[src/rtl/daq_event_word_unpacker_defines.svh]
// Assertion macros shared by the readout word unpacker.
`ifndef DAQ_EVENT_WORD_UNPACKER_DEFINES_SVH
`define DAQ_EVENT_WORD_UNPACKER_DEFINES_SVH

// The condition must hold in the same cycle as the trigger.
`define DEWU_ASSERT_NOW(lbl, clk, rst_n, trig, cond) \
  lbl: assert property (@(posedge clk) disable iff (!rst_n) (trig) |-> (cond)) \
    else $error("dewu: same-cycle check failed");

// The condition must hold in the cycle after the trigger.
`define DEWU_ASSERT_NEXT(lbl, clk, rst_n, trig, cond) \
  lbl: assert property (@(posedge clk) disable iff (!rst_n) (trig) |=> (cond)) \
    else $error("dewu: next-cycle check failed");

`endif

[src/rtl/dewu_pkg.sv]
// Types and constants of the readout word unpacker.
`default_nettype none
package dewu_pkg;

  // Result kinds.
  localparam logic [3:0] KIND_HEADER  = 4'd0;
  localparam logic [3:0] KIND_ADC     = 4'd1;
  localparam logic [3:0] KIND_TDC     = 4'd2;
  localparam logic [3:0] KIND_TRIGGER = 4'd3;
  localparam logic [3:0] KIND_EXT_TS  = 4'd4;
  localparam logic [3:0] KIND_EVT_TS  = 4'd5;
  localparam logic [3:0] KIND_IGNORED = 4'd6;
  localparam logic [3:0] KIND_SKIPPED = 4'd7;
  localparam logic [3:0] KIND_CLEARED = 4'd8;

  // Data word type codes in the top nibble or top two bits.
  localparam logic [3:0] NIB_HIT     = 4'h1;
  localparam logic [3:0] NIB_EXT_TS  = 4'h2;
  localparam logic [1:0] TOP_EVT_TS  = 2'b11;

  // Channel ranges, by upper channel bits.
  localparam logic [1:0] CH_GRP_ADC  = 2'b00;
  localparam logic [1:0] CH_GRP_TDC  = 2'b01;
  localparam logic [5:0] CH_GRP_TRIG = 6'b100000;

  localparam logic       OP_STREAM   = 1'b0;
  localparam logic       OP_CLEAR    = 1'b1;

  localparam int unsigned LEN_W      = 13;

  // Queue between the classifier and the list logic.
  localparam int unsigned QUEUE_DEPTH = 2;
  localparam int unsigned QUEUE_PTR_W = 1;
  localparam int unsigned QUEUE_CNT_W = 2;

  // A classified item.
  typedef struct packed {
    logic [3:0]  kind;
    logic [4:0]  chan;
    logic [15:0] value;
    logic [29:0] stamp;
    logic [15:0] broken;
  } item_t;

  typedef struct packed {
    logic full;
    logic empty;
  } queue_stat_t;

endpackage
`default_nettype wire

[src/rtl/dewu_if.sv]
// Handshake channels of the readout word unpacker.
`default_nettype none
interface dewu_in_if;
  logic        valid;
  logic        ready;
  logic        opcode;
  logic [31:0] word;

  modport source (output valid, output opcode, output word, input ready);
  modport sink   (input valid, input opcode, input word, output ready);
endinterface

interface dewu_out_if;
  logic        valid;
  logic        ready;
  logic [3:0]  kind;
  logic [6:0]  slot;
  logic [4:0]  hit_channel;
  logic [15:0] hit_value;
  logic [6:0]  adc_count;
  logic [6:0]  tdc_count;
  logic [4:0]  trigger_count;
  logic [15:0] extended_stamp;
  logic [29:0] event_stamp;
  logic [15:0] broken_frames;

  modport source (output valid, output kind, output slot, output hit_channel,
                  output hit_value, output adc_count, output tdc_count,
                  output trigger_count, output extended_stamp, output event_stamp,
                  output broken_frames, input ready);
  modport sink   (input valid, input kind, input slot, input hit_channel,
                  input hit_value, input adc_count, input tdc_count,
                  input trigger_count, input extended_stamp, input event_stamp,
                  input broken_frames, output ready);
endinterface
`default_nettype wire

[src/rtl/dewu_front.sv]
// Front end: frame tracking and classification of stream words.
`default_nettype none
module dewu_front (
  input  wire                clk_i,
  input  wire                rst_ni,
  input  wire                accept_i,
  input  wire                opcode_i,
  input  wire  [31:0]        word_i,
  output dewu_pkg::item_t    item_o
);

  logic [dewu_pkg::LEN_W-1:0] words_left_q, words_left_d;
  logic                       skip_q, skip_d;
  logic [15:0]                broken_q, broken_d;
  logic [dewu_pkg::LEN_W-1:0] len;
  logic [6:0]                 ch;

  assign len = word_i[dewu_pkg::LEN_W-1:0];
  assign ch  = word_i[22:16];

  always_comb begin
    words_left_d = words_left_q;
    skip_d       = skip_q;
    broken_d     = broken_q;
    item_o.kind  = dewu_pkg::KIND_IGNORED;
    item_o.chan  = 5'd0;
    item_o.value = 16'd0;
    item_o.stamp = 30'd0;
    if (opcode_i == dewu_pkg::OP_CLEAR) begin
      item_o.kind = dewu_pkg::KIND_CLEARED;
    end else if (skip_q) begin
      skip_d      = 1'b0;
      item_o.kind = dewu_pkg::KIND_SKIPPED;
    end else if (words_left_q == '0) begin
      item_o.kind  = dewu_pkg::KIND_HEADER;
      item_o.value = 16'(len);
      if (len > dewu_pkg::LEN_W'(1)) begin
        words_left_d = len;
      end else if (len == dewu_pkg::LEN_W'(1)) begin
        skip_d = 1'b1;
        if (broken_q != 16'hFFFF) begin
          broken_d = broken_q + 16'd1;
        end
      end
    end else begin
      words_left_d = words_left_q - dewu_pkg::LEN_W'(1);
      if (word_i[31:28] == dewu_pkg::NIB_HIT) begin
        if (ch[6:5] == dewu_pkg::CH_GRP_ADC) begin
          item_o.kind  = dewu_pkg::KIND_ADC;
          item_o.chan  = ch[4:0];
          item_o.value = word_i[15:0];
        end else if (ch[6:5] == dewu_pkg::CH_GRP_TDC) begin
          item_o.kind  = dewu_pkg::KIND_TDC;
          item_o.chan  = ch[4:0];
          item_o.value = word_i[15:0];
        end else if (ch[6:1] == dewu_pkg::CH_GRP_TRIG) begin
          item_o.kind  = dewu_pkg::KIND_TRIGGER;
          item_o.chan  = {4'd0, ch[0]};
          item_o.value = word_i[15:0];
        end
      end else if (word_i[31:28] == dewu_pkg::NIB_EXT_TS) begin
        item_o.kind  = dewu_pkg::KIND_EXT_TS;
        item_o.stamp = {14'd0, word_i[15:0]};
      end else if (word_i[31:30] == dewu_pkg::TOP_EVT_TS) begin
        item_o.kind  = dewu_pkg::KIND_EVT_TS;
        item_o.stamp = word_i[29:0];
      end
    end
    item_o.broken = broken_d;
  end

  always_ff @(posedge clk_i or negedge rst_ni) begin
    if (!rst_ni) begin
      words_left_q <= '0;
      skip_q       <= 1'b0;
      broken_q     <= 16'd0;
    end else if (accept_i) begin
      words_left_q <= words_left_d;
      skip_q       <= skip_d;
      broken_q     <= broken_d;
    end
  end

endmodule
`default_nettype wire

[src/rtl/dewu_queue.sv]
// Two-entry queue of classified items between front and back end.
`default_nettype none
module dewu_queue (
  input  wire                    clk_i,
  input  wire                    rst_ni,
  input  wire                    push_i,
  input  wire dewu_pkg::item_t   item_i,
  input  wire                    pop_i,
  output dewu_pkg::item_t        item_o,
  output dewu_pkg::queue_stat_t  stat_o
);

  dewu_pkg::item_t                  mem_q [dewu_pkg::QUEUE_DEPTH];
  logic [dewu_pkg::QUEUE_PTR_W-1:0] wr_q, rd_q;
  logic [dewu_pkg::QUEUE_CNT_W-1:0] cnt_q;

  assign stat_o.full  = (cnt_q == dewu_pkg::QUEUE_CNT_W'(dewu_pkg::QUEUE_DEPTH));
  assign stat_o.empty = (cnt_q == '0);
  assign item_o       = mem_q[rd_q];

  always_ff @(posedge clk_i) begin
    if (push_i) begin
      mem_q[wr_q] <= item_i;
    end
  end

  always_ff @(posedge clk_i or negedge rst_ni) begin
    if (!rst_ni) begin
      wr_q  <= '0;
      rd_q  <= '0;
      cnt_q <= '0;
    end else begin
      if (push_i) begin
        wr_q <= wr_q + 1'b1;
      end
      if (pop_i) begin
        rd_q <= rd_q + 1'b1;
      end
      if (push_i && !pop_i) begin
        cnt_q <= cnt_q + 1'b1;
      end else if (pop_i && !push_i) begin
        cnt_q <= cnt_q - 1'b1;
      end
    end
  end

endmodule
`default_nettype wire

[src/rtl/dewu_back.sv]
// Back end: list counters, timestamps and the output register.
`default_nettype none
module dewu_back #(
  parameter int unsigned HIT_LIST_DEPTH  = 96,
  parameter int unsigned TRIG_LIST_DEPTH = 32
) (
  input  wire                clk_i,
  input  wire                rst_ni,
  input  wire                have_i,
  input  wire dewu_pkg::item_t item_i,
  output logic               pop_o,
  dewu_out_if.source         out_o
);

  localparam int unsigned HitW  = $clog2(HIT_LIST_DEPTH);
  localparam int unsigned TrigW = $clog2(TRIG_LIST_DEPTH);
  localparam logic [HitW-1:0]  HitLast  = HitW'(HIT_LIST_DEPTH - 1);
  localparam logic [TrigW-1:0] TrigLast = TrigW'(TRIG_LIST_DEPTH - 1);

  logic [HitW-1:0]  adc_q, adc_d, tdc_q, tdc_d;
  logic [TrigW-1:0] trig_q, trig_d;
  logic [15:0]      ext_q, ext_d;
  logic [29:0]      evt_q, evt_d;
  logic [6:0]       slot_d;

  logic             valid_q;
  logic [3:0]       kind_q;
  logic [6:0]       slot_q;
  logic [4:0]       chan_q;
  logic [15:0]      value_q;
  logic [15:0]      broken_q;

  // A new item moves into the output register when that register is free
  // or is being emptied in this cycle.
  assign pop_o = have_i && (!valid_q || out_o.ready);

  always_comb begin
    adc_d  = adc_q;
    tdc_d  = tdc_q;
    trig_d = trig_q;
    ext_d  = ext_q;
    evt_d  = evt_q;
    slot_d = 7'd0;
    case (item_i.kind)
      dewu_pkg::KIND_CLEARED: begin
        adc_d  = '0;
        tdc_d  = '0;
        trig_d = '0;
        ext_d  = 16'd0;
        evt_d  = 30'd0;
      end
      dewu_pkg::KIND_ADC: begin
        slot_d = 7'(adc_q);
        if (adc_q != HitLast) begin
          adc_d = adc_q + 1'b1;
        end
      end
      dewu_pkg::KIND_TDC: begin
        slot_d = 7'(tdc_q);
        if (tdc_q != HitLast) begin
          tdc_d = tdc_q + 1'b1;
        end
      end
      dewu_pkg::KIND_TRIGGER: begin
        slot_d = 7'(trig_q);
        if (trig_q != TrigLast) begin
          trig_d = trig_q + 1'b1;
        end
      end
      dewu_pkg::KIND_EXT_TS: begin
        ext_d = item_i.stamp[15:0];
      end
      dewu_pkg::KIND_EVT_TS: begin
        evt_d = item_i.stamp;
      end
      default: begin
      end
    endcase
  end

  always_ff @(posedge clk_i or negedge rst_ni) begin
    if (!rst_ni) begin
      adc_q   <= '0;
      tdc_q   <= '0;
      trig_q  <= '0;
      ext_q   <= 16'd0;
      evt_q   <= 30'd0;
      valid_q <= 1'b0;
    end else begin
      if (pop_o) begin
        adc_q   <= adc_d;
        tdc_q   <= tdc_d;
        trig_q  <= trig_d;
        ext_q   <= ext_d;
        evt_q   <= evt_d;
        valid_q <= 1'b1;
      end else if (out_o.ready) begin
        valid_q <= 1'b0;
      end
    end
  end

  always_ff @(posedge clk_i) begin
    if (pop_o) begin
      kind_q   <= item_i.kind;
      slot_q   <= slot_d;
      chan_q   <= item_i.chan;
      value_q  <= item_i.value;
      broken_q <= item_i.broken;
    end
  end

  // Counts and stamps are shown as they stand after the item in the register.
  assign out_o.valid          = valid_q;
  assign out_o.kind           = kind_q;
  assign out_o.slot           = slot_q;
  assign out_o.hit_channel    = chan_q;
  assign out_o.hit_value      = value_q;
  assign out_o.adc_count      = 7'(adc_q);
  assign out_o.tdc_count      = 7'(tdc_q);
  assign out_o.trigger_count  = 5'(trig_q);
  assign out_o.extended_stamp = ext_q;
  assign out_o.event_stamp    = evt_q;
  assign out_o.broken_frames  = broken_q;

endmodule
`default_nettype wire

[src/rtl/daq_event_word_unpacker.sv]
// An accepted item is written into the queue and then moved into the output register.
// Throughput: one item per cycle while not stalled; the front end tracks framing at the input
// handshake, a two-entry queue decouples it from the list counters and the output register.
// The input stalls only when the queue is full, which happens when the output is held back.
// Reset clears frame state, broken-frame counter, list counts, timestamps, queue and valid.
// The input is ready for the first item as soon as reset is released.
`default_nettype none
`include "daq_event_word_unpacker_defines.svh"
module daq_event_word_unpacker #(
  parameter int unsigned HIT_LIST_DEPTH  = 96,
  parameter int unsigned TRIG_LIST_DEPTH = 32
) (
  input  wire         clk_i,
  input  wire         rst_ni,
  dewu_in_if.sink     in_i,
  dewu_out_if.source  out_o
);

  dewu_pkg::item_t        front_item;
  dewu_pkg::item_t        queue_item;
  dewu_pkg::queue_stat_t  queue_stat;
  logic                   accept;
  logic                   pop;

  assign in_i.ready = !queue_stat.full;
  assign accept     = in_i.valid && !queue_stat.full;

  dewu_front u_front (
    .clk_i    (clk_i),
    .rst_ni   (rst_ni),
    .accept_i (accept),
    .opcode_i (in_i.opcode),
    .word_i   (in_i.word),
    .item_o   (front_item)
  );

  dewu_queue u_queue (
    .clk_i  (clk_i),
    .rst_ni (rst_ni),
    .push_i (accept),
    .item_i (front_item),
    .pop_i  (pop),
    .item_o (queue_item),
    .stat_o (queue_stat)
  );

  dewu_back #(
    .HIT_LIST_DEPTH  (HIT_LIST_DEPTH),
    .TRIG_LIST_DEPTH (TRIG_LIST_DEPTH)
  ) u_back (
    .clk_i  (clk_i),
    .rst_ni (rst_ni),
    .have_i (!queue_stat.empty),
    .item_i (queue_item),
    .pop_o  (pop),
    .out_o  (out_o)
  );

  // An accepted item is either still queued or already in the output register.
  `DEWU_ASSERT_NEXT(a_item_kept, clk_i, rst_ni, accept, (!queue_stat.empty || out_o.valid))
  // The queue never reports full and empty at once.
  `DEWU_ASSERT_NOW(a_queue_stat, clk_i, rst_ni, 1'b1, !(queue_stat.full && queue_stat.empty))
  // Only list hits carry a slot or a channel.
  `DEWU_ASSERT_NOW(a_no_slot, clk_i, rst_ni,
    (out_o.valid && out_o.kind != dewu_pkg::KIND_ADC
     && out_o.kind != dewu_pkg::KIND_TDC && out_o.kind != dewu_pkg::KIND_TRIGGER),
    (out_o.slot == 7'd0 && out_o.hit_channel == 5'd0))
  // A clear leaves all list counts at zero.
  `DEWU_ASSERT_NOW(a_clear_counts, clk_i, rst_ni,
    (out_o.valid && out_o.kind == dewu_pkg::KIND_CLEARED),
    (out_o.adc_count == 7'd0 && out_o.tdc_count == 7'd0 && out_o.trigger_count == 5'd0))

endmodule
`default_nettype wire
[src/flat_wrapper.sv]
// flat-port wrapper written by rule: the top's interface ports become plain ports
module daq_event_word_unpacker_flat 
#(
  parameter int unsigned HIT_LIST_DEPTH  = 96,
  parameter int unsigned TRIG_LIST_DEPTH = 32
)
  (clk_i, rst_ni, in_i_valid, in_i_opcode, in_i_word, in_i_ready, out_o_valid, out_o_kind, out_o_slot, out_o_hit_channel, out_o_hit_value, out_o_adc_count, out_o_tdc_count, out_o_trigger_count, out_o_extended_stamp, out_o_event_stamp, out_o_broken_frames, out_o_ready);
  dewu_in_if in_i_i ();
  dewu_out_if out_o_i ();
  input  wire clk_i;
  input  wire rst_ni;
  input wire logic [$bits(in_i_i.valid)-1:0] in_i_valid;
  input wire logic [$bits(in_i_i.opcode)-1:0] in_i_opcode;
  input wire logic [$bits(in_i_i.word)-1:0] in_i_word;
  output wire logic [$bits(in_i_i.ready)-1:0] in_i_ready;
  output wire logic [$bits(out_o_i.valid)-1:0] out_o_valid;
  output wire logic [$bits(out_o_i.kind)-1:0] out_o_kind;
  output wire logic [$bits(out_o_i.slot)-1:0] out_o_slot;
  output wire logic [$bits(out_o_i.hit_channel)-1:0] out_o_hit_channel;
  output wire logic [$bits(out_o_i.hit_value)-1:0] out_o_hit_value;
  output wire logic [$bits(out_o_i.adc_count)-1:0] out_o_adc_count;
  output wire logic [$bits(out_o_i.tdc_count)-1:0] out_o_tdc_count;
  output wire logic [$bits(out_o_i.trigger_count)-1:0] out_o_trigger_count;
  output wire logic [$bits(out_o_i.extended_stamp)-1:0] out_o_extended_stamp;
  output wire logic [$bits(out_o_i.event_stamp)-1:0] out_o_event_stamp;
  output wire logic [$bits(out_o_i.broken_frames)-1:0] out_o_broken_frames;
  input wire logic [$bits(out_o_i.ready)-1:0] out_o_ready;
  assign in_i_i.valid = in_i_valid;
  assign in_i_i.opcode = in_i_opcode;
  assign in_i_i.word = in_i_word;
  assign in_i_ready = in_i_i.ready;
  assign out_o_valid = out_o_i.valid;
  assign out_o_kind = out_o_i.kind;
  assign out_o_slot = out_o_i.slot;
  assign out_o_hit_channel = out_o_i.hit_channel;
  assign out_o_hit_value = out_o_i.hit_value;
  assign out_o_adc_count = out_o_i.adc_count;
  assign out_o_tdc_count = out_o_i.tdc_count;
  assign out_o_trigger_count = out_o_i.trigger_count;
  assign out_o_extended_stamp = out_o_i.extended_stamp;
  assign out_o_event_stamp = out_o_i.event_stamp;
  assign out_o_broken_frames = out_o_i.broken_frames;
  assign out_o_i.ready = out_o_ready;
  daq_event_word_unpacker #(.HIT_LIST_DEPTH(HIT_LIST_DEPTH), .TRIG_LIST_DEPTH(TRIG_LIST_DEPTH)) u_core (.clk_i(clk_i), .rst_ni(rst_ni), .in_i(in_i_i), .out_o(out_o_i));
endmodule
[config.mk]
export PLATFORM = sky130hd
export DESIGN_NAME = daq_event_word_unpacker_flat
export DESIGN_NICKNAME = d
export VERILOG_FILES = /design/src/rtl/dewu_pkg.sv /design/src/rtl/dewu_if.sv /design/src/rtl/dewu_front.sv /design/src/rtl/dewu_queue.sv /design/src/rtl/dewu_back.sv /design/src/rtl/daq_event_word_unpacker.sv /design/src/flat_wrapper.sv
export VERILOG_INCLUDE_DIRS = /design/src /design/src/rtl
export SDC_FILE = /design/constraint.sdc
export NUM_CORES = 1
export LEC_CHECK = 0
export ABC_AREA = 1
export BUFFER_PORTS_ARGS = -buffer_cell sky130_fd_sc_hd__buf_4
export CAP_MARGIN = 25
export CORE_ASPECT_RATIO = 0.75
export CORE_MARGIN = 2
export CORE_UTILIZATION = 58
export CTS_CLUSTER_SIZE = 20
export DETAILED_ROUTE_END_ITERATION = 8
export GPL_ROUTABILITY_DRIVEN = 0
export GPL_TIMING_DRIVEN = 0
export MAX_ROUTING_LAYER = met4
export PLACE_DENSITY = 0.88
export SLEW_MARGIN = 20
export SYNTH_ARGS = -nofsm -noshare
export SYNTH_HDL_FRONTEND = slang
export SYNTH_SLANG_ARGS = --single-unit
[constraint.sdc]
create_clock -name clk_i -period 5.2 [get_ports clk_i]
set_input_delay 0.26 -clock clk_i [delete_from_list [all_inputs] [get_ports clk_i]]
set_output_delay 0.26 -clock clk_i [all_outputs]
set_load 0.005 [all_outputs]
# Word-level counts from Yosys, hierarchy flattened
# Memory sizes are Yosys's and may differ from the RTL's.
# Index checks and enable logic that the tools add are counted.
totals:
  mem_bits_rw: 142
  elab_cells: 123
  mem_count: 1
  ff_bits: 148
op_classes:
  add_sub_neg: 9
  n_reduce_logical: 27
  muxes: 45
  eq_ne: 21
  magnitude_cmp: 1
  bitwise_logic: 2
mem_list:
  columns: ["memory", "depth", "width", "rd", "rd_clocked_by_memory_dff", "write_ports", "line_no", "text"]
  rows:
  - ["u_core.u_queue.mem_q", 2, 71, 1, 0, 1, "dewu_queue.sv:13", "dewu_pkg::item_t mem_q [dewu_pkg::QUEUE_DEPTH];"]
op_table:
  columns: ["operator", "n"]
  rows:
  - ["$mux 30", 4]
  - ["$mux 16", 7]
  - ["$mux 51", 2]
  - ["$pmux 30 s2", 1]
  - ["$mux 25", 2]
  - ["$pmux 16 s2", 1]
  - ["$pmux 7 s2", 2]
  - ["$mux 13", 2]
  - ["$mux 24", 1]
  - ["$mux 21", 1]
  - ["$pmux 7 s3", 1]
  - ["$mux 4", 5]
  - ["$add 16x1->16 const B", 1]
  - ["$ne 16x16->1 const B", 1]
  - ["$add 7x1->7 const B", 2]
  - ["$mux 7", 2]
  - ["$ne 7x7->1 const B", 2]
  - ["$reduce_bool 2->1", 7]
  - ["$eq 13x1->1 const B", 1]
  - ["$gt 13x1->1 const B", 1]
  - ["$logic_not 13->1", 1]
  - ["$sub 13x1->13 const B", 1]
  - ["$eq 4x2->1 const B", 3]
  - ["$mux 5", 2]
  - ["other kinds (24)", 52]

# Longest topological paths before layout
# Gate-level depths: netlist of run 1.
logic_depth:
  ltp_word: 8
  depth_mapped: 13
  mapped_depth_nobuf: 13

# By module
# Synthesis of run 1 repeated with hierarchy kept, for this count alone.
unflattened:
  hier_cells: 1160
  hier_area_um2: 13242.7
modules_own_cells:
  columns: ["module", "area_per_inst_um2", "instances", "cells_each"]
  rows:
  - ["dewu_queue", 5680.4, 1, 246]
  - ["dewu_back", 4693.3, 1, 445]
  - ["dewu_front", 2851.5, 1, 465]
  - ["daq_event_word_unpacker", 17.5, 1, 4]

# Worst setup path after synthesis of run 1
# No wires, ideal clock.
synth_path:
  path_type: "register to register"
  start: "register u_core.u_queue.cnt_q[0] in the netlist's numbering"
  end: "memory u_core.u_queue.mem_q[0][0] in the netlist's numbering, enable pin"
  arrival_time_ns: 3.868
  stages_incl_launch_ff: 6
  path_buffers: 1
  required_time_ns: 4.699
  synth_period_minus_slack_ns: 4.369
  setup_ns: 0.501
  setup_slack_ns: 0.831
  cell_sequence: "dfrtp_1 inv_1 nand2_1 nand2_1 clkbuf_1 nor2_1"
synth_between:
  elab_chain_cells: 5
synth_rtl:
  columns: ["item", "line_no", "text"]
  rows:
  - ["start, declared", "dewu_queue.sv:15", "logic [dewu_pkg::QUEUE_CNT_W-1:0] cnt_q;"]
  - ["start signal, assigned", "dewu_queue.sv:40", "cnt_q <= cnt_q + 1'b1;"]
  - ["start signal, assigned", "dewu_queue.sv:42", "cnt_q <= cnt_q - 1'b1;"]
  - ["$eq 2x2->1", "dewu_queue.sv:17", "assign stat_o.full = (cnt_q == dewu_pkg::QUEUE_CNT_W'(dewu_pkg::QUEUE_DEPTH));"]
  - ["$logic_not 1->1", null, null]
  - ["via in_i_ready", "flat_wrapper.sv:15", "output wire logic [$bits(in_i_i.ready)-1:0] in_i_ready;"]
  - ["$logic_and 1x1->1", "daq_event_word_unpacker.sv:26", "assign accept = in_i.valid && !queue_stat.full;"]
  - ["$mux 1", "dewu_queue.sv:22", "if (push_i) begin"]
  - ["$mux 1 (implied by the code)", "dewu_queue.sv:23", "mem_q[wr_q] <= item_i;"]
  - ["end, declared", "dewu_queue.sv:13", null]
# The timed path passes the listed nets, and every way through them passes these cells.

# Worst setup path after layout of run 1
layout_path:
  start: "register u_core.u_queue.cnt_q[0] in the netlist's numbering"
  end: "register u_core.u_back.evt_q[12] (netlist: u_core.u_back.out_o.event_stamp[12])"
layout_between:
  elab_chain_cells: 4
layout_rtl:
  columns: ["item", "line_no", "text"]
  rows:
  - ["$logic_not 2->1", "dewu_queue.sv:18", "assign stat_o.empty = (cnt_q == '0);"]
  - ["$logic_not 1->1", "daq_event_word_unpacker.sv:53", ".have_i (!queue_stat.empty),"]
  - ["$logic_and 1x1->1", "dewu_back.sv:35", "assign pop_o = have_i && (!valid_q || out_o.ready);"]
  - ["via u_core.pop", "daq_event_word_unpacker.sv:23", "logic pop;"]
  - ["$reduce_and 2->1 (no source line)", null, null]
  - ["end signal, assigned", "dewu_back.sv:95", "evt_q <= evt_d;"]
  - ["end, declared", "dewu_back.sv:23", "logic [29:0] evt_q, evt_d;"]
# The timed path passes the listed nets, and every way through them passes these cells.
# A chain may end at the register's enable or synchronous reset.

==> summary.txt, run 1 <==
outcome = finished clean
Initial Utilization = 59.1%
total number of vias = 9770
post-CTS sizing = 0
setup ws final = 2.65 ns
syn_nets = 1249
vias in the first global route = 9186
critical path type = flip-flop to flip-flop
crit end category = flip-flop
post-DP HPWL = 21.3 mm
Die X = 174 microns
DR pass1 iterations = 6
synth-to-layout area growth = 20.9%
row cnt = 46
TritonCTS clock tree = yes
Tightest Pin Transition = 0.857 ns
clk_lat worst skew = 0.55 ns
die footprint = 22800 sq um
global-route wire length before repair = 48.7 mm
LEAKAGE = 6.71 nW
CTS Hold Bufs = 4
GRT overflow = 0
I/O pin cnt = 152
Nets = 1441
GRT Overall Usage = 27.8%
final clock skew = 0.0135 ns
RSZ-0062 raised after global routing = no
Mapped Cells = 1205
yosys warns = 0
CTS clk-pin slew, worst paths = 0.06 ns
Worst Path Required = 5.59 ns
die height = 131 microns
Netlist cell types = 38
Inserted Diodes = 0
post-layout min period = 2.55 ns
synthesis-stage register bit count = 290
worst rel slew slack = 42.8%
DRC = 0
Slew Limit Fails = 0
crit start category = flip-flop
1st-iter DRT viols = 1480
vias per cell = 5.72
Setup Buffers After CTS = 0
worst hold path type = primary input to flip-flop
Final Hold Fails = 0
Clock Tree Buf Depth = 3
antenna violations before repair = 0
ANT nets after route = 0
worst vdd ir = 0.357 mV
Final period util = 49.0%
H-tree levels = 1
Fillers = 1433
Setup-failing EPs final = 0
wire length per cell = 18.4 microns
asr flop ratio synth = 34.5%
port bufs = 151
post-synth top area cell = edfxtp_1
setup_tns = 0 ns
Setup WS pre-CTS = 2.69 ns
maximum fanout along the worst path = 25
Num Clock Sinks = 290
Mapped Area = 12500 sq um
sequential area share after synthesis = 65.5%
Top FF cell, synth = edfxtp_1
PwrDens = 544 nW/um^2
critical path data arrival time = 2.94 ns
fraction of layout cells with a size suffix above 1 = 17.5%
syn_area_per_cell = 10.4 sq um
largest net degree at the start of global routing = 101
area share of the largest cell type after synthesis = 45.5%
main area contributors after synthesis = edfxtp_1 46%, dfrtp_1 20%, nand2_1 10%, nand3_1 4.4%, inv_1 2.9%
FMAX = 0.393 GHz
Core Footprint = 21200 sq um
EDFF count, synth = 190
final wirelength = 31.4 mm
Inserted Clock Buffers = 28
Root Driver = clkbuf_16
max-cap violations = 0
## cells in the final DEF (no fill, tap or decap), types with 3 or more instances in the layout
| cell type | Yosys | layout |
|---|---|---|
| xor2_1 | 13 | 13 |
| edfxtp_1 | 190 | 190 |
| buf_12 | 0 | 4 |
| buf_16 | 0 | 3 |
| nand2_2 | 5 | 5 |
| ha_1 | 7 | 7 |
| nand3_1 | 109 | 109 |
| nand4_1 | 13 | 13 |
| nor2_1 | 60 | 58 |
| dfrtp_1 | 100 | 100 |
| a21oi_1 | 7 | 7 |
| clkbuf_1 | 24 | 37 |
| and2_1 | 4 | 4 |
| dlygate4sd3_1 | 0 | 4 |
| o21ai_1 | 67 | 67 |
| inv_1 | 98 | 98 |
| nand2_1 | 345 | 345 |
| nor4_1 | 14 | 14 |
| inv_2 | 13 | 13 |
| buf_4 | 1 | 151 |
| clkinv_2 | 0 | 4 |
| buf_2 | 10 | 10 |
| nor3_1 | 35 | 35 |
| buf_6 | 3 | 4 |
| nor2_2 | 9 | 9 |
| clkbuf_8 | 0 | 4 |
| o21ai_0 | 19 | 19 |
| mux2i_1 | 30 | 30 |
| a21boi_0 | 3 | 3 |
| clkbuf_16 | 0 | 28 |
| nand3b_1 | 3 | 3 |
| o211ai_1 | 5 | 5 |
## Yosys cell counts, types with 4 or more instances
library cell,count
nor3_1,35
a21oi_1,7
dfrtp_1,100
o211ai_1,5
nor4_1,14
clkbuf_1,24
nor2_1,60
nand2_2,5
inv_2,13
nand4_1,13
o21ai_0,19
buf_2,10
nor2_2,9
o21ai_1,67
inv_1,98
ha_1,7
xor2_1,13
edfxtp_1,190
mux2i_1,30
nand3_1,109
nand2_1,345
and2_1,4
## per-layer routing
| metal | vias up | GRT usage (%) | part of all wire (%) |
|---|---|---|---|
| met2 | 575 | 42.3 | 45 |
| met3 | 94 | 4.31 | 9.2 |
| met5 | - | - | 0 |
| met1 | 4630 | 38.7 | 41 |
| met4 | 0 | 9.80 | 4.0 |
| li1 | 4471 | - | - |
## metrics by stage
step	utilization (%)	cell area (sq um)	cells	hold WS, ns	total power [mW]
detailed placement	67.0	14200	1650	0.455	6.21
global placement	66.2	14000	1644	0.452	6.04
CTS	71.4	15100	1706	0.0138	8.24
finish	71.5	15200	1707	0.0274	8.24
global route	71.5	15200	1707	0.0427	8.64
floorplan	-	12500	1205	-0.0356	4.98
## final timing paths
kind | slack (ns) | cells past startpoint | endpoint | from
setup / recovery | 2.65 | 8 | u_core.u_back.out_o.event_stamp[12] | u_core.u_queue.cnt_q[0]
max in group asynchronous | 4.33 | 3 | u_core.u_front.words_left_q[7] | rst_ni
min in group asynchronous | 0.20 | 2 | u_core.u_back.out_o.event_stamp[9] | rst_ni
hold reg to reg | 0.49 | 1 | u_core.u_queue.cnt_q[0] | u_core.u_queue.cnt_q[0]
setup reg to reg | 2.65 | 8 | u_core.u_back.out_o.event_stamp[12] | u_core.u_queue.cnt_q[0]
hold / removal | 0.03 | 3 | u_core.u_queue.mem_q[1][41] | in_i_word[25]
## flip-flops by register name, summed over array words and instances, names as in the netlist, 7 cells and up
register	cells
u_core.u_back.out_o.slot	7
u_core.u_back.out_o.tdc_count	7
u_core.u_front.broken_q	16
u_core.u_front.words_left_q	13
u_core.u_back.out_o.event_stamp	30
u_core.u_queue.mem_q	142
u_core.u_back.out_o.hit_value	16
u_core.u_back.out_o.adc_count	7
u_core.u_back.out_o.broken_frames	16
u_core.u_back.out_o.extended_stamp	16
## worst max-delay path, cell delays in order, from the launching register on
cell	delay [ns]
dfrtp_1	0.37
inv_1	0.11
a21oi_4	0.66
buf_16	0.25
nand4_1	0.24
buf_2	0.29
buf_2	0.22
nand3_1	0.14
o21ai_1	0.11
## report_power, final
group	internal, mW	switching, mW	total, mW
Combinational	1.04	1.57	2.60
Clock	1.16	0.834	1.99
Sequential	3.32	0.333	3.65
Total	5.51	2.73	8.24
## cell type report
cell class / instances / area (sq um) / area share, %
Sequential cell: 290 / 8210 / 54.2
Clock buffer: 45 / 805 / 5.31
Clock inverter: 7 / 96.3 / 0.636
Timing Repair Buffer: 162 / 1340 / 8.84
Tap cell: 288 / 360 / 2.38
Buffer: 40 / 189 / 1.25
Multi-Input combinational cell: 763 / 3730 / 24.6
Inverter: 112 / 420 / 2.77
## logic make-up after synthesis
logic type	count (synthesis)	synth area share, %
AOI/OAI and AO/OA	110	4.89
xor gates and xnor gates	15	1.05
adders and majority gates	7	0.699
buffers and inverters	152	4.86
DFF	290	65.5
muxes	30	2.40
and+or+nand+nor	601	20.6
No activity file was read; power rests on OpenSTA's default activity.
==> run 2, diff against run 1 <==
==> constraint.sdc (replaced) <==
create_clock -name clk_i -period 2.4 [get_ports clk_i]
set_input_delay 0.12 -clock clk_i [delete_from_list [all_inputs] [get_ports clk_i]]
set_output_delay 0.12 -clock clk_i [all_outputs]
set_load 0.005 [all_outputs]
==> run 2 against run 1 <==
Compared with the run above:
- sequential cell count is the same
- routed wire length increased by 4.0%
- sequential share of layout area fell by 0.99 points
- non-clock buffer count increased by 24
- highest routed layer unchanged
- largest cell class unchanged
- fmax is 6.1% higher
==> summary.txt, run 2 (same netlist as run 1, synthesis figures left out) <==
outcome = finished clean
critical path type = flip-flop to flip-flop
Inserted Clock Buffers = 28
1st-iter DRT viols = 1508
maximum fanout along the worst path = 10
Worst Path Required = 2.73 ns
total power = 18.0 mW
Inserted Diodes = 0
clock network fraction of total power = 23.5%
die footprint = 22800 sq um
TritonCTS clock tree = yes
Setup-failing EPs final = 0
Comb pwr share = 32.5%
GRT Overall Usage = 29.6%
Nets = 1465
total number of vias = 10100
ANT nets after route = 0
Net Switching = 6.09 mW
I/O pin cnt = 152
max-cap violations = 0
vias in the first global route = 9579
setup_tns = 0 ns
post-DP HPWL = 21.7 mm
Net Sw Frac = 33.8%
vias per cell = 5.81
worst rel slew slack = 43.5%
Non-Filler Instances = 1731
wire length per cell = 18.8 microns
LEAKAGE = 6.82 nW
worst hold path type = primary input to flip-flop
most frequent cells in the layout = 344 x nand2_1, 190 x edfxtp_1, 152 x buf_4
Inst Count DP = 1652
Crit-path slowest cell = nor3_1
final wirelength = 32.6 mm
most common cell after layout, fill and taps aside = nand2_1
Die X = 174 microns
Most flops, register = u_core.u_queue.mem_q
Pint = 11.9 mW
row cnt = 46
fraction of layout cells with a size suffix above 1 = 17.9%
Root Driver = clkbuf_16
CP Cell Sequence = inv_1 -> ha_1 -> nand2_1 -> nor2_1 -> nand3_1 -> nand2_1 -> inv_2 -> clkbuf_1 -> nor3_1
DRC = 0
FMAX = 0.417 GHz
Initial Utilization = 59.1%
synth-to-layout area growth = 23.2%
Clock Tree Buf Depth = 3
die height = 131 microns
critical path data arrival time = 2.73 ns
Flop pwr share = 44.0%
Final Hold Fails = 0
largest net degree at the start of global routing = 101
setup ws final = 0.000300 ns
crit start category = flip-flop
Largest register FFs = 142
Final period util = 100%
worst vdd ir = 0.566 mV
port bufs = 151
Buffers & Inverters on Critical Path = 3
antenna violations before repair = 0
H-tree levels = 1
CP most frequent cell = nand2_1
kind of cell adding the most delay to the critical path = simple AND/OR/NAND/NOR gates
Num Clock Sinks = 290
Setup WS pre-CTS = -0.0932 ns
DR pass1 iterations = 6
post-layout min period = 2.40 ns
Slew Limit Fails = 0
clk_lat worst skew = 0.55 ns
RSZ-0062 raised after global routing = yes
final clock skew = 0.0122 ns
crit end category = flip-flop
global-route wire length before repair = 51.7 mm
Tightest Pin Transition = 0.847 ns
GRT overflow = 0
PwrDens = 1170 nW/um^2
Core Footprint = 21200 sq um
CTS clk-pin slew, worst paths = 0.06 ns
largest stage delay on the critical path = 0.37 ns
## run 2: cell count changes in the layout (fill, tap and decap cells not counted), sizes merged
cell,change
clkinvlp,+3
clkbuf,-12
clkinv,+9
buf,+3
dlygate4sd3,+21
## run 2: worst register-to-register path: cells and delay by family (launching register included)
| kind | cells | cell delay (ns) |
|---|---|---|
| adder cells (fa/ha/maj) | 1 | 0.19 |
| buffers and inverters | 3 | 0.47 |
| flip-flops | 1 | 0.35 |
| AND/OR/NAND/NOR | 5 | 1.18 |
## run 2: power groups by stage
| stage | Clock, mW | Sequential (mW) | Combinational [mW] |
|---|---|---|---|
| 2_1_floorplan | 0 | 7.89 | 2.88 |
| 3_3_place_gp | 0 | 7.95 | 5.08 |
| 3_5_place_dp | 0 | 7.93 | 5.66 |
| 4_1_cts | 4.24 | 7.88 | 5.78 |
| 5_1_grt | 4.44 | 8.04 | 6.34 |
| 6_report | 4.23 | 7.91 | 5.85 |
## run 2: metal layers
layer  vias up  part of all wire (%)  GRT usage (%)
met3       102                    11           5.09
met2       646                    46           45.3
li1       4525                     -              -
met1      4782                    40           41.3
met5         -                     0              -
met4         0                   3.2           8.59
## run 2: final timing paths
| check | from | to | slack (ns) | depth (start not counted) |
|---|---|---|---|---|
| worst min-delay path | in_i_word[12] | u_core.u_queue.mem_q[0][28] | 0.02 | 3 |
| worst max register to register | u_core.u_front.words_left_q[0] | u_core.u_queue.mem_q[1][55] | 0.0003 | 9 |
| max in group asynchronous | rst_ni | u_core.u_front.broken_q[8] | 1.67 | 3 |
| worst max-delay path | u_core.u_front.words_left_q[0] | u_core.u_queue.mem_q[1][55] | 0.0003 | 9 |
| worst min register to register | u_core.u_queue.cnt_q[0] | u_core.u_queue.cnt_q[0] | 0.50 | 1 |
| min in group asynchronous | rst_ni | u_core.u_back.out_o.extended_stamp[8] | 0.05 | 2 |
## run 2: final cells by class
cell class / count / area (sq um)
flip-flops and latches: 290 / 8210
well taps: 288 / 360
fillers: 1381 / 5750
plain buffers: 40 / 193
inverters: 112 / 420
multi-input cells: 763 / 3750
clock buffers: 33 / 719
clock inverters: 19 / 155
repair buffers: 186 / 1630
## run 2: stage by stage
stage                     util (%)  hold slack (ns)  cell area, sq um
final                         72.9           0.0220             15400
after global placement        66.3            0.311             14000
after detailed placement      67.3            0.315             14300
after floorplan                  -           -0.176             12600
after global routing          72.9           0.0191             15400
after CTS                     72.7          0.00272             15400
## run 2: timing repair
item / CTS / global route
hold endpoints to repair: 148 / 0
buffers inserted: 1 / 0
endpoints found under the setup margin: 40 / 24
gates resized for setup: 0 / 3
pin swaps: 0 / 0
hold buffers: 25 / 0
==> run 3, diff against run 2 <==
--- a/config.mk
+++ b/config.mk
@@ -18,7 +18,7 @@
 export GPL_TIMING_DRIVEN = 0
 export MAX_ROUTING_LAYER = met4
 export PLACE_DENSITY = 0.88
-export SLEW_MARGIN = 20
+export RECOVER_POWER = 50
 export SYNTH_ARGS = -nofsm -noshare
 export SYNTH_HDL_FRONTEND = slang
 export SYNTH_SLANG_ARGS = --single-unit
==> constraint.sdc (replaced) <==
create_clock -name clk_i -period 2.29 [get_ports clk_i]
set_input_delay 0.1145 -clock clk_i [delete_from_list [all_inputs] [get_ports clk_i]]
set_output_delay 0.1145 -clock clk_i [all_outputs]
set_load 0.005 [all_outputs]
==> run 3 against run 2 <==
Compared with the run above:
- sequential cell count unchanged
- critical path depth unchanged
- combinational power grew 1%
- count of clock-buffer cells in the layout increased by 3
- clock skew is 0.010 ns higher
- global-route usage is essentially flat
- design area decreased by 0.55%
- first-iteration DRC count increased by 0.27%
- via count decreased by 0.18%
- total power is 5.2% higher
- critical endpoint is now u_core.u_queue.mem_q[0][53]
==> summary.txt, run 3 (same netlist as run 1, synthesis figures left out) <==
global-route wire length before repair = 51.3 mm
critical path data arrival time = 2.58 ns
Slew Limit Fails = 0
post-DP HPWL = 21.6 mm
wire length per cell = 19.1 microns
most frequent cells in the layout = 345 x nand2_1, 190 x edfxtp_1, 109 x nand3_1
total power = 18.9 mW
fraction of layout cells with a size suffix above 1 = 16.8%
Final Hold Fails = 0
Final period util = 98.0%
Setup-failing EPs final = 0
worst rel slew slack = 18.6%
max-cap violations = 0
Nets = 1464
Net Switching = 6.36 mW
register area = 8210 sq um
GRT overflow = 0
ANT nets after route = 0
crit start category = flip-flop
total number of vias = 10000
Num Clock Sinks = 290
TritonCTS clock tree = yes
die height = 131 microns
crit end category = flip-flop
Pint = 12.6 mW
Initial Utilization = 59.1%
PwrDens = 1230 nW/um^2
outcome = finished clean
largest net degree at the start of global routing = 57
LEAKAGE = 6.73 nW
worst vdd ir = 0.820 mV
Worst Path Required = 2.62 ns
Inserted Diodes = 0
critical path type = flip-flop to flip-flop
Comb pwr share = 31.2%
Flop pwr share = 43.7%
Core Footprint = 21200 sq um
most common cell after layout, fill and taps aside = nand2_1
I/O pin cnt = 152
multi-input logic area = 3750 sq um
Inserted Clock Buffers = 28
1st-iter DRT viols = 1512
synth-to-layout area growth = 22.5%
maximum fanout along the worst path = 10
GRT Overall Usage = 29.6%
Fillers = 1425
row cnt = 46
CTS clk-pin slew, worst paths = 0.06 ns
FMAX = 0.446 GHz
Layout Utilization = 72.5%
clock network fraction of total power = 25.1%
Tightest Pin Transition = 1.22 ns
Die X = 174 microns
vias per cell = 5.80
port bufs = 151
Largest register FFs = 142
DRC = 0
vias in the first global route = 9559
post-layout min period = 2.24 ns
Net Sw Frac = 33.6%
final clock skew = 0.0224 ns
Root Driver = clkbuf_16
RSZ-0062 raised after global routing = yes
final wirelength = 33.0 mm
antenna violations before repair = 0
die footprint = 22800 sq um
DR pass1 iterations = 6
worst hold path type = primary input to flip-flop
clk_lat worst skew = 0.55 ns
Clock Tree Buf Depth = 3
H-tree levels = 1
setup_tns = 0 ns
Most flops, register = u_core.u_queue.mem_q
==> run 3: changes by cell type in the layout (fill, tap and decap cells not counted), sizes merged <==
cell	before	now
buf	177	57
bufinv	2	4
clkbuf	57	179
clkinv	15	12
clkinvlp	3	1
==> run 3: metal layers <==
layer	routed length (microns)	part of all wire, %	vias up	GRT usage [%]
met5	0	0	-	-
met4	1530	4.6	0	12.0
met3	3290	10	153	5.90
met2	14700	45	661	44.2
met1	13500	41	4695	40.4
li1	-	-	4528	-
==> run 3: critical path: stages, from the launching register on <==
cell,delay (ns)
dfrtp_1,0.35
inv_1,0.11
ha_1,0.18
nand2_1,0.12
nor2_1,0.26
nand3_2,0.19
nand2_1,0.17
inv_2,0.07
clkbuf_1,0.25
nor3_1,0.31
==> run 3: worst paths after layout <==
path	startpoint	to	slack (ns)	cells after the start
max in group asynchronous	rst_ni	u_core.u_front.broken_q[3]	0.39	3
setup reg to reg	u_core.u_front.words_left_q[0]	u_core.u_queue.mem_q[0][53]	0.05	9
min in group asynchronous	rst_ni	u_core.u_back.out_o.extended_stamp[10]	0.35	2
hold reg to reg	u_core.u_queue.cnt_q[0]	u_core.u_queue.cnt_q[0]	0.49	1
hold / removal	in_i_word[14]	u_core.u_queue.mem_q[1][60]	0.02	3
setup / recovery	u_core.u_front.words_left_q[0]	u_core.u_queue.mem_q[0][53]	0.05	9
==> run 3: timing repair <==
action,4_1_cts,5_1_grt
setup endpoints to repair,81,103
pin swaps,2,2
endpoints found under the hold margin,99,0
hold buffers,25,0
resized for setup,0,6
setup buffers,1,1
cloned,0,0
==> run 3: cell type report <==
type | count | share of cell area (%)
Clock buffer | 36 | 4.90
Timing Repair Buffer | 185 | 9.66
Multi-Input combinational cell | 763 | 24.4
Tap cell | 288 | 2.35
Clock inverter | 16 | 1.20
Buffer | 40 | 1.24
Inverter | 112 | 2.74
Sequential cell | 290 | 53.5
==> run 3: power by group through the flow <==
stage	Sequential (mW)	Clock (mW)	Combinational (mW)
2_1_floorplan	8.27	0	3.04
3_3_place_gp	8.33	0	5.37
3_5_place_dp	8.32	0	5.84
4_1_cts	8.26	4.77	6.00
5_1_grt	8.40	4.98	6.41
6_report	8.27	4.74	5.91
==> run 3: through the flow <==
stage / hold slack, ns / setup WS (ns) / instances / cell area [sq um]
final: 0.0220 / 0.0465 / 1730 / 15300
after global routing: 0.0151 / -0.0634 / 1730 / 15300
after CTS: 0.00417 / 0.00652 / 1729 / 15400
after detailed placement: 0.160 / -0.234 / 1651 / 14200
after global placement: 0.312 / -1.10 / 1644 / 14100
after floorplan: -0.181 / -0.0522 / 1205 / 12600
